--- config.mk ---
export PLATFORM = sky130hd
export DESIGN_NAME = telemetry_bus_rx_frame_parser_core
export DESIGN_NICKNAME = d
export VERILOG_FILES = /design/src/sv/tbrfp_pkg.sv /design/src/sv/tbrfp_parser.sv /design/src/sv/tbrfp_out_buf.sv /design/src/sv/telemetry_bus_rx_frame_parser_core.sv
export SDC_FILE = /design/constraint.sdc
export NUM_CORES = 1
export LEC_CHECK = 0
export BUFFER_PORTS_ARGS = -buffer_cell sky130_fd_sc_hd__clkbuf_2
export CORE_MARGIN = 4
export CORE_UTILIZATION = 40
export DETAILED_ROUTE_END_ITERATION = 8
export PLACE_DENSITY = 0.62
export SLEW_MARGIN = 20
export SYNTH_ARGS = -nofsm -noshare
export SYNTH_HDL_FRONTEND = slang
export SYNTH_SLANG_ARGS = --single-unit
export TNS_END_PERCENT = 5
--- constraint.sdc ---
create_clock -name clk -period 7.1 [get_ports clk]
set_input_delay 1.42 -clock clk [delete_from_list [all_inputs] [get_ports clk]]
set_output_delay 1.42 -clock clk [all_outputs]
set_load 0.03 [all_outputs]
--- src/sv/tbrfp_pkg.sv ---
`default_nettype none
package tbrfp_pkg;

	localparam int unsigned ByteW = 8;
	localparam int unsigned CfgIdxW = 2;
	localparam int unsigned PosW = 3;
	localparam int unsigned IdW = 16;
	localparam int unsigned ValW = 32;
	localparam int unsigned EvW = 3;

	localparam logic [ByteW-1:0] StartByteRst = 8'h7E;
	localparam logic [ByteW-1:0] HeaderByteRst = 8'h10;
	localparam logic [ByteW-1:0] OwnIdRst = 8'h00;
	localparam logic [ByteW-1:0] SumGood = 8'hFF;
	localparam logic [PosW-1:0] LastPos = 3'd7;

	typedef enum logic [CfgIdxW-1:0] {
		CFG_START_BYTE  = 2'd0,
		CFG_HEADER_BYTE = 2'd1,
		CFG_OWN_ID      = 2'd2
	} cfg_idx_t;

	typedef enum logic [1:0] {
		PH_WAIT_START = 2'd0,
		PH_WAIT_ID    = 2'd1,
		PH_FRAME      = 2'd2
	} phase_t;

	typedef enum logic [EvW-1:0] {
		EV_NONE       = 3'd0,
		EV_POLL_OURS  = 3'd1,
		EV_POLL_OTHER = 3'd2,
		EV_FRAME_GOOD = 3'd3,
		EV_FRAME_BAD  = 3'd4
	} event_t;

	typedef struct packed {
		logic [EvW-1:0]   event_code;
		logic [ByteW-1:0] polled_id;
		logic [IdW-1:0]   frame_data_id;
		logic [ValW-1:0]  frame_value;
	} result_t;

	// one's-complement style byte add: carry out wraps back into bit 0
	function automatic logic [ByteW-1:0] add_end_around(input logic [ByteW-1:0] acc,
			input logic [ByteW-1:0] b);
		logic [ByteW:0] s;
		s = {1'b0, acc} + {1'b0, b};
		return s[ByteW-1:0] + {{(ByteW-1){1'b0}}, s[ByteW]};
	endfunction

endpackage
`default_nettype wire

--- src/sv/tbrfp_parser.sv ---
`default_nettype none
module tbrfp_parser (
	input  wire logic                            clk,
	input  wire logic                            arst_n,
	input  wire logic                            cfg_we,
	input  wire logic [tbrfp_pkg::CfgIdxW-1:0]   cfg_index,
	input  wire logic [tbrfp_pkg::ByteW-1:0]     cfg_data,
	input  wire logic                            take,
	input  wire logic [tbrfp_pkg::ByteW-1:0]     rx_byte,
	output tbrfp_pkg::result_t                   res
);

	tbrfp_pkg::phase_t phase_q, phase_d;
	logic [tbrfp_pkg::ByteW-1:0] start_byte_q, header_byte_q, own_id_q;
	logic [tbrfp_pkg::PosW-1:0]  pos_q, pos_d;
	logic [tbrfp_pkg::ByteW-1:0] sum_q, sum_d, sum_add;
	logic [tbrfp_pkg::IdW-1:0]   id_q, id_d;
	logic [tbrfp_pkg::ValW-1:0]  val_q, val_d;
	logic [tbrfp_pkg::ByteW-1:0] polled_q, polled_d;
	logic frame_done;

	always_ff @(posedge clk or negedge arst_n) begin
		if (!arst_n) begin
			start_byte_q  <= tbrfp_pkg::StartByteRst;
			header_byte_q <= tbrfp_pkg::HeaderByteRst;
			own_id_q      <= tbrfp_pkg::OwnIdRst;
		end else if (cfg_we) begin
			unique case (cfg_index)
				tbrfp_pkg::CFG_START_BYTE:  start_byte_q  <= cfg_data;
				tbrfp_pkg::CFG_HEADER_BYTE: header_byte_q <= cfg_data;
				tbrfp_pkg::CFG_OWN_ID:      own_id_q      <= cfg_data;
				default: ;
			endcase
		end
	end

	assign sum_add = tbrfp_pkg::add_end_around(sum_q, rx_byte);
	assign frame_done = (pos_q >= tbrfp_pkg::LastPos);

	// next phase
	always_comb begin
		phase_d = phase_q;
		unique case (phase_q)
			tbrfp_pkg::PH_WAIT_START: begin
				priority if (rx_byte == start_byte_q) phase_d = tbrfp_pkg::PH_WAIT_ID;
				else if (rx_byte == header_byte_q) phase_d = tbrfp_pkg::PH_FRAME;
				else phase_d = phase_q;
			end
			tbrfp_pkg::PH_WAIT_ID: phase_d = tbrfp_pkg::PH_WAIT_START;
			tbrfp_pkg::PH_FRAME: begin
				if (frame_done) phase_d = tbrfp_pkg::PH_WAIT_START;
			end
			default: phase_d = tbrfp_pkg::PH_WAIT_START;
		endcase
	end

	// datapath and result
	always_comb begin
		pos_d    = pos_q;
		sum_d    = sum_q;
		id_d     = id_q;
		val_d    = val_q;
		polled_d = polled_q;
		res.event_code    = tbrfp_pkg::EV_NONE;
		res.frame_data_id = '0;
		res.frame_value   = '0;
		unique case (phase_q)
			tbrfp_pkg::PH_WAIT_START: begin
				if (rx_byte != start_byte_q && rx_byte == header_byte_q) begin
					pos_d = tbrfp_pkg::PosW'(1);
					sum_d = tbrfp_pkg::add_end_around('0, rx_byte);
					id_d  = '0;
					val_d = '0;
				end
			end
			tbrfp_pkg::PH_WAIT_ID: begin
				polled_d = rx_byte;
				res.event_code = (rx_byte == own_id_q) ? tbrfp_pkg::EV_POLL_OURS
					: tbrfp_pkg::EV_POLL_OTHER;
			end
			tbrfp_pkg::PH_FRAME: begin
				sum_d = sum_add;
				// bytes 1-2 data id, 3-6 value, both little-endian
				if (pos_q == 3'd1 || pos_q == 3'd2)
					id_d = {rx_byte, id_q[tbrfp_pkg::IdW-1:tbrfp_pkg::ByteW]};
				else if (pos_q >= 3'd3 && pos_q <= 3'd6)
					val_d = {rx_byte, val_q[tbrfp_pkg::ValW-1:tbrfp_pkg::ByteW]};
				if (frame_done) begin
					pos_d = '0;
					if (sum_add == tbrfp_pkg::SumGood) begin
						res.event_code    = tbrfp_pkg::EV_FRAME_GOOD;
						res.frame_data_id = id_q;
						res.frame_value   = val_q;
					end else begin
						res.event_code = tbrfp_pkg::EV_FRAME_BAD;
					end
				end else begin
					pos_d = pos_q + 3'd1;
				end
			end
			default: ;
		endcase
		res.polled_id = polled_d;
	end

	always_ff @(posedge clk or negedge arst_n) begin
		if (!arst_n) begin
			phase_q  <= tbrfp_pkg::PH_WAIT_START;
			pos_q    <= '0;
			sum_q    <= '0;
			id_q     <= '0;
			val_q    <= '0;
			polled_q <= '0;
		end else if (take) begin
			phase_q  <= phase_d;
			pos_q    <= pos_d;
			sum_q    <= sum_d;
			id_q     <= id_d;
			val_q    <= val_d;
			polled_q <= polled_d;
		end
	end

endmodule
`default_nettype wire

--- src/sv/tbrfp_out_buf.sv ---
`default_nettype none
module tbrfp_out_buf (
	input  wire logic          clk,
	input  wire logic          arst_n,
	input  wire logic          push,
	input  tbrfp_pkg::result_t push_data,
	output logic               can_push,
	output logic               out_valid,
	input  wire logic          out_ready,
	output tbrfp_pkg::result_t out_data
);

	logic main_v_q, skid_v_q;
	tbrfp_pkg::result_t main_q, skid_q;
	logic pop;

	assign pop       = main_v_q && out_ready;
	assign can_push  = !skid_v_q;
	assign out_valid = main_v_q;
	assign out_data  = main_q;

	always_ff @(posedge clk or negedge arst_n) begin
		if (!arst_n) begin
			main_v_q <= 1'b0;
			skid_v_q <= 1'b0;
		end else if (pop) begin
			if (skid_v_q) skid_v_q <= 1'b0;
			else main_v_q <= push;
		end else if (push) begin
			if (main_v_q) skid_v_q <= 1'b1;
			else main_v_q <= 1'b1;
		end
	end

	always_ff @(posedge clk) begin
		if (pop) begin
			if (skid_v_q) main_q <= skid_q;
			else if (push) main_q <= push_data;
		end else if (push) begin
			if (main_v_q) skid_q <= push_data;
			else main_q <= push_data;
		end
	end

endmodule
`default_nettype wire

--- src/sv/telemetry_bus_rx_frame_parser_core.sv ---
// Telemetry bus receive frame parser.
// in channel: one received byte per beat (rx_byte, in_valid/in_ready).
// out channel: one result beat per input beat (event_code, polled_id,
//   frame_data_id, frame_value) on out_valid/out_ready, in input order.
// Config: cfg_we/cfg_index/cfg_data write start byte, data header byte and
//   own sensor id; write only while the block is idle.
// Output: a result is registered into the output buffer when its byte is taken.
// Throughput: one byte per cycle while in_ready is high; the parser state
//   updates on take and the result lands in a two-entry output buffer.
// When the receiver stalls the buffer holds up to two results; in_ready drops
//   only once both entries are full, and rises again after one is taken.
// Reset: config registers return to 0x7E / 0x10 / 0x00, the parser returns
//   to waiting for a start byte and the output buffer empties.
`default_nettype none
module telemetry_bus_rx_frame_parser_core (
	input  wire logic                                clk,
	input  wire logic                                arst_n,
	input  wire logic                                cfg_we,
	input  wire logic [tbrfp_pkg::CfgIdxW-1:0]       cfg_index,
	input  wire logic [tbrfp_pkg::ByteW-1:0]         cfg_data,
	input  wire logic                                in_valid,
	output logic                                     in_ready,
	input  wire logic [tbrfp_pkg::ByteW-1:0]         rx_byte,
	output logic                                     out_valid,
	input  wire logic                                out_ready,
	output logic [tbrfp_pkg::EvW-1:0]                event_code,
	output logic [tbrfp_pkg::ByteW-1:0]              polled_id,
	output logic [tbrfp_pkg::IdW-1:0]                frame_data_id,
	output logic [tbrfp_pkg::ValW-1:0]               frame_value
);

	logic take;
	tbrfp_pkg::result_t res, out_res;

	assign take = in_valid && in_ready;

	tbrfp_parser u_parser (
		.clk       (clk),
		.arst_n    (arst_n),
		.cfg_we    (cfg_we),
		.cfg_index (cfg_index),
		.cfg_data  (cfg_data),
		.take      (take),
		.rx_byte   (rx_byte),
		.res       (res)
	);

	tbrfp_out_buf u_out_buf (
		.clk       (clk),
		.arst_n    (arst_n),
		.push      (take),
		.push_data (res),
		.can_push  (in_ready),
		.out_valid (out_valid),
		.out_ready (out_ready),
		.out_data  (out_res)
	);

	assign event_code    = out_res.event_code;
	assign polled_id     = out_res.polled_id;
	assign frame_data_id = out_res.frame_data_id;
	assign frame_value   = out_res.frame_value;

endmodule
`default_nettype wire
==> impl_summary.md <==
Finish
For this run, the number of standard cells in the final layout without fillers is 1,278. The layout net count is a little under 1,000. The number of fill cells is roughly 2,200. The proportion of layout cells with a drive suffix above 1 is 0.1846. The number of antenna diodes in the final layout is 0. The share of the core filled with cells is 0.4689.

From synthesis to final layout, the design area changed by 15.09%. Once layout is done, the placed cells without fillers occupy approximately 11,000 µm².

STA
At the pin with the least slew margin, the transition time is about 1.0 ns. In the final timing run, aggregate negative setup slack is 0 ns. The remaining max-slew budget at the tightest pin is 0.3020. The post-route clock skew is 0.02203 ns. The share of the cycle needed by the critical path after routing is 0.7357. Setup slack on the critical path of the routed design comes to around 1.9 ns. The final max-slew violation count was 0. Setup violations remaining at the end of the flow were counted as 0. Setup repair after global routing left no endpoint under its margin. The number of hold violations in the final report is 0.

The maximum achievable frequency is 191.4 MHz. The final critical delay including setup and external delays is around 5.2 ns.

Outcome
The flow ran to the end, and the final reports show no timing, DRC or antenna violations.

Drt
The via count of the routed design is a little over 6,000. The remaining design rule violation count is 0. For this block, the initial DRC count from the detailed router was approximately 430. Wires add up to 19,370 µm.

In the routed layout, each cell is associated on average with a via count of 4.863. The post-detailed-route wirelength per cell is 15.15 µm. The number of optimization iterations in the first detailed-route pass is 5. The count of nets left with antenna violations once routing finished came out at 0.

Placement
Detailed placement ended at an HPWL of 12,440 µm. The number of cells in the design after placement is 1,234. Before CTS, the worst setup slack after placement is between 1 and 1.5 ns. The congestion estimate from routability-driven global placement came to approximately 0.8. After detailed placement, the total cell area comes to 10,290 µm². The number of buffer cells added on primary ports is 83.

Power and ir drop
For this design the static power due to leakage is 0.004267 µW. Across the VDD grid, the largest voltage drop is roughly 0.19 mV. The power per unit of standard cell area is roughly 380 nW/µm².

Clocking
The count of hold-fix buffers inserted at cts is 0. The post-CTS repair timing setup buffer count is 0. The buffer type at the clock tree root is sky130_fd_sc_hd__clkbuf_16.

At the later pin of the worst-skew pair, clock insertion delay measures about 0.52 ns. Clock-pin slew was measured on the worst setup and hold paths at 0.06 ns. The clock buffer count from CTS is 24.

TritonCTS built the clock tree. The maximum clock path buffer count is 3. The H-tree depth reported by CTS is 1. Clock tree synthesis found a total of ~210 sinks.

The post-cts resize count is 0.

Worst setup path
The cell that appears most often on the critical path is sky130_fd_sc_hd__ha_1. The worst setup path is captured at a register. The largest driver fanout on the critical path is 32.

The worst stage delay on the critical path is approximately 0.90 ns. Together, buffers and inverters on the worst path number 2. For the worst setup path, the data arrival time is 5.59 ns. The required time at the endpoint of the critical path is approximately 7.5 ns.

The critical path class is in -> reg. Walking the worst path, the cells encountered are clkbuf_2 -> ha_1 -> fa_1 -> a211oi_2 -> o21bai_1 -> a21oi_2 -> nor2b_1 -> o21ai_0 -> nand2b_1 -> ha_1 -> ha_1 -> inv_1 -> a21oi_1 -> nor3_1 -> o21ai_0 -> a211oi_4 -> o311a_1 -> and2_1. On the critical path the largest part of the delay comes from compound AO/OA/AOI/OAI gates. The nature of the critical path startpoint is an input port. The largest individual stage delay along the critical path comes from the cell sky130_fd_sc_hd__o311a_1.

Global routing
The number of antenna violations at the first check in global routing is 0. Summed over all layers, the global routing overflow is 0. The largest net degree at the start of global routing is 73. The combined global-route utilization of all metal layers is 0.1475. The via count of the first global-routing pass is about 6,000. The first global-routing pass estimated ~32,000 µm of wire.

Floorplan
The vertical die dimension is 162.8 µm. For this configuration, the core starts out at a cell density of 0.4074. The core region is roughly 24,000 µm². The I/O pin count is between 80 and 90. The die span in x is roughly 160 µm.

The site row count is 56. The die outline area is about 27,000 µm².

Logic synthesis
Counting every net in the synthesized netlist gives ~900. Summing every instance area after synthesis gives ~9600 µm². After synthesis, the share of flip-flops with an asynchronous set or reset is 0.4460. The main flop type after synthesis is sky130_fd_sc_hd__edfxtp_1. The average instance area after synthesis is 10.99 µm². During synthesis, Yosys emitted a total of 0 warnings.

Counting flops with a built-in enable in the synthesized netlist gives 118. The part of the Yosys area used for sequential elements is 0.6183. The distinct cell type count of the synthesized netlist is 54.

The count of mapped cells out of synthesis is 873. After synthesis the netlist holds a flip-flop and latch count of 213.

Job
Across the run, the number of max-cap violations was 0.

Min path
The worst hold path belongs to the class reg -> reg.
## power breakdown
group	leakage (µW)	internal (µW)	switching (µW)
combinational	0.00153	384	900
sequential	0.00237	1640	120
clock	0.000366	682	476
## per-stage QoR
stage	total power (µW)	hold WS, ns
final	4204	0.4785
after global routing	4460	0.5061
after CTS	4265	0.4831
after detailed placement	3089	0.4694
after global placement	3075	0.4639
after floorplan	2743	0.4492
## registers in the layout, summed over array words and instances, names as in the netlist, 16 cells and up
register            count
u_parser.id_q          16
u_out_buf.skid_q       59
u_parser.val_q         32
u_out_buf.out_data     59
## routing by layer
metal,vias up,global-route usage,part of all wire
met5,-,0,0
met4,0,0.03889,0.022
met3,32,0.02632,0.048
met2,131,0.2374,0.46
met1,2915,0.2081,0.47
li1,3137,-,-
## final cells by class
type | instances | area (µm²) | area share
Sequential cell | 213 | 5929 | 0.5372
Multi-Input combinational cell | 574 | 3341 | 0.3027
Clock buffer | 33 | 654.4 | 0.05928
Timing Repair Buffer | 93 | 493.0 | 0.04466
Tap cell | 319 | 399.1 | 0.03616
Inverter | 35 | 131.4 | 0.01190
Clock inverter | 11 | 90.09 | 0.008161
## Yosys cell counts (5+ instances only)
master | instances | area [µm²]
sky130_fd_sc_hd__inv_1 | 35 | 131.4
sky130_fd_sc_hd__nor2_1 | 45 | 168.9
sky130_fd_sc_hd__a21oi_1 | 31 | 155.2
sky130_fd_sc_hd__nor4_1 | 5 | 31.28
sky130_fd_sc_hd__clkbuf_1 | 40 | 150.1
sky130_fd_sc_hd__ha_1 | 18 | 225.2
sky130_fd_sc_hd__dfstp_2 | 7 | 183.9
sky130_fd_sc_hd__mux2_2 | 28 | 315.3
sky130_fd_sc_hd__dfrtp_1 | 88 | 2202
sky130_fd_sc_hd__xnor2_1 | 12 | 105.1
sky130_fd_sc_hd__xor2_1 | 18 | 157.7
sky130_fd_sc_hd__nand3_1 | 7 | 35.03
sky130_fd_sc_hd__nand2_1 | 199 | 747.0
sky130_fd_sc_hd__edfxtp_1 | 118 | 3543
sky130_fd_sc_hd__o21ai_0 | 101 | 505.5
sky130_fd_sc_hd__o31ai_1 | 16 | 120.1
sky130_fd_sc_hd__mux2i_1 | 12 | 120.1
sky130_fd_sc_hd__clkbuf_2 | 6 | 30.03
sky130_fd_sc_hd__and2_1 | 34 | 212.7
## worst paths after layout
check                           cells after the start  slack (ns)                        end                 start
worst min-delay path                                2        0.48       u_parser.polled_q[7]  u_parser.polled_q[7]
worst min register to register                      2        0.48       u_parser.polled_q[7]  u_parser.polled_q[7]
worst max register to register                     17        2.67       u_out_buf.skid_q[24]     u_parser.sum_q[0]
min in group asynchronous                           1        0.81  u_parser.header_byte_q[2]                arst_n
worst max-delay path                               18        1.88       u_out_buf.skid_q[24]            rx_byte[0]
max in group asynchronous                           2        5.05         u_out_buf.skid_v_q                arst_n
## cell usage in the layout, fill, tap and decap left out, types with 24 or more instances in the layout
master | synthesis | final
sky130_fd_sc_hd__dfrtp_1 | 88 | 88
sky130_fd_sc_hd__a21oi_1 | 31 | 31
sky130_fd_sc_hd__clkbuf_16 | 0 | 24
sky130_fd_sc_hd__edfxtp_1 | 118 | 118
sky130_fd_sc_hd__mux2_2 | 28 | 28
sky130_fd_sc_hd__o21ai_0 | 101 | 101
sky130_fd_sc_hd__nand2_1 | 199 | 199
sky130_fd_sc_hd__clkbuf_2 | 6 | 82
sky130_fd_sc_hd__and2_1 | 34 | 34
sky130_fd_sc_hd__inv_1 | 35 | 35
sky130_fd_sc_hd__nor2_1 | 45 | 45
## tightest hold or removal path, cell delays in order, from the launching register on
cell and delay (ns):
sky130_fd_sc_hd__dfrtp_1 0.34, sky130_fd_sc_hd__nand2_1 0.05, sky130_fd_sc_hd__o21ai_0 0.06
## kinds of logic after synthesis
| logic type | count (synthesis) | share of synthesized area |
|---|---|---|
| AO/OA/AOI/OAI | 170 | 0.1029 |
| XOR/XNOR | 31 | 0.02909 |
| adder cells (fa/ha/maj) | 19 | 0.02557 |
| buffers and inverters | 86 | 0.03653 |
| flip-flops | 213 | 0.6183 |
| multiplexers | 40 | 0.04540 |
| AND/OR/NAND/NOR | 314 | 0.1422 |
Power figures use the tool's default switching activity.
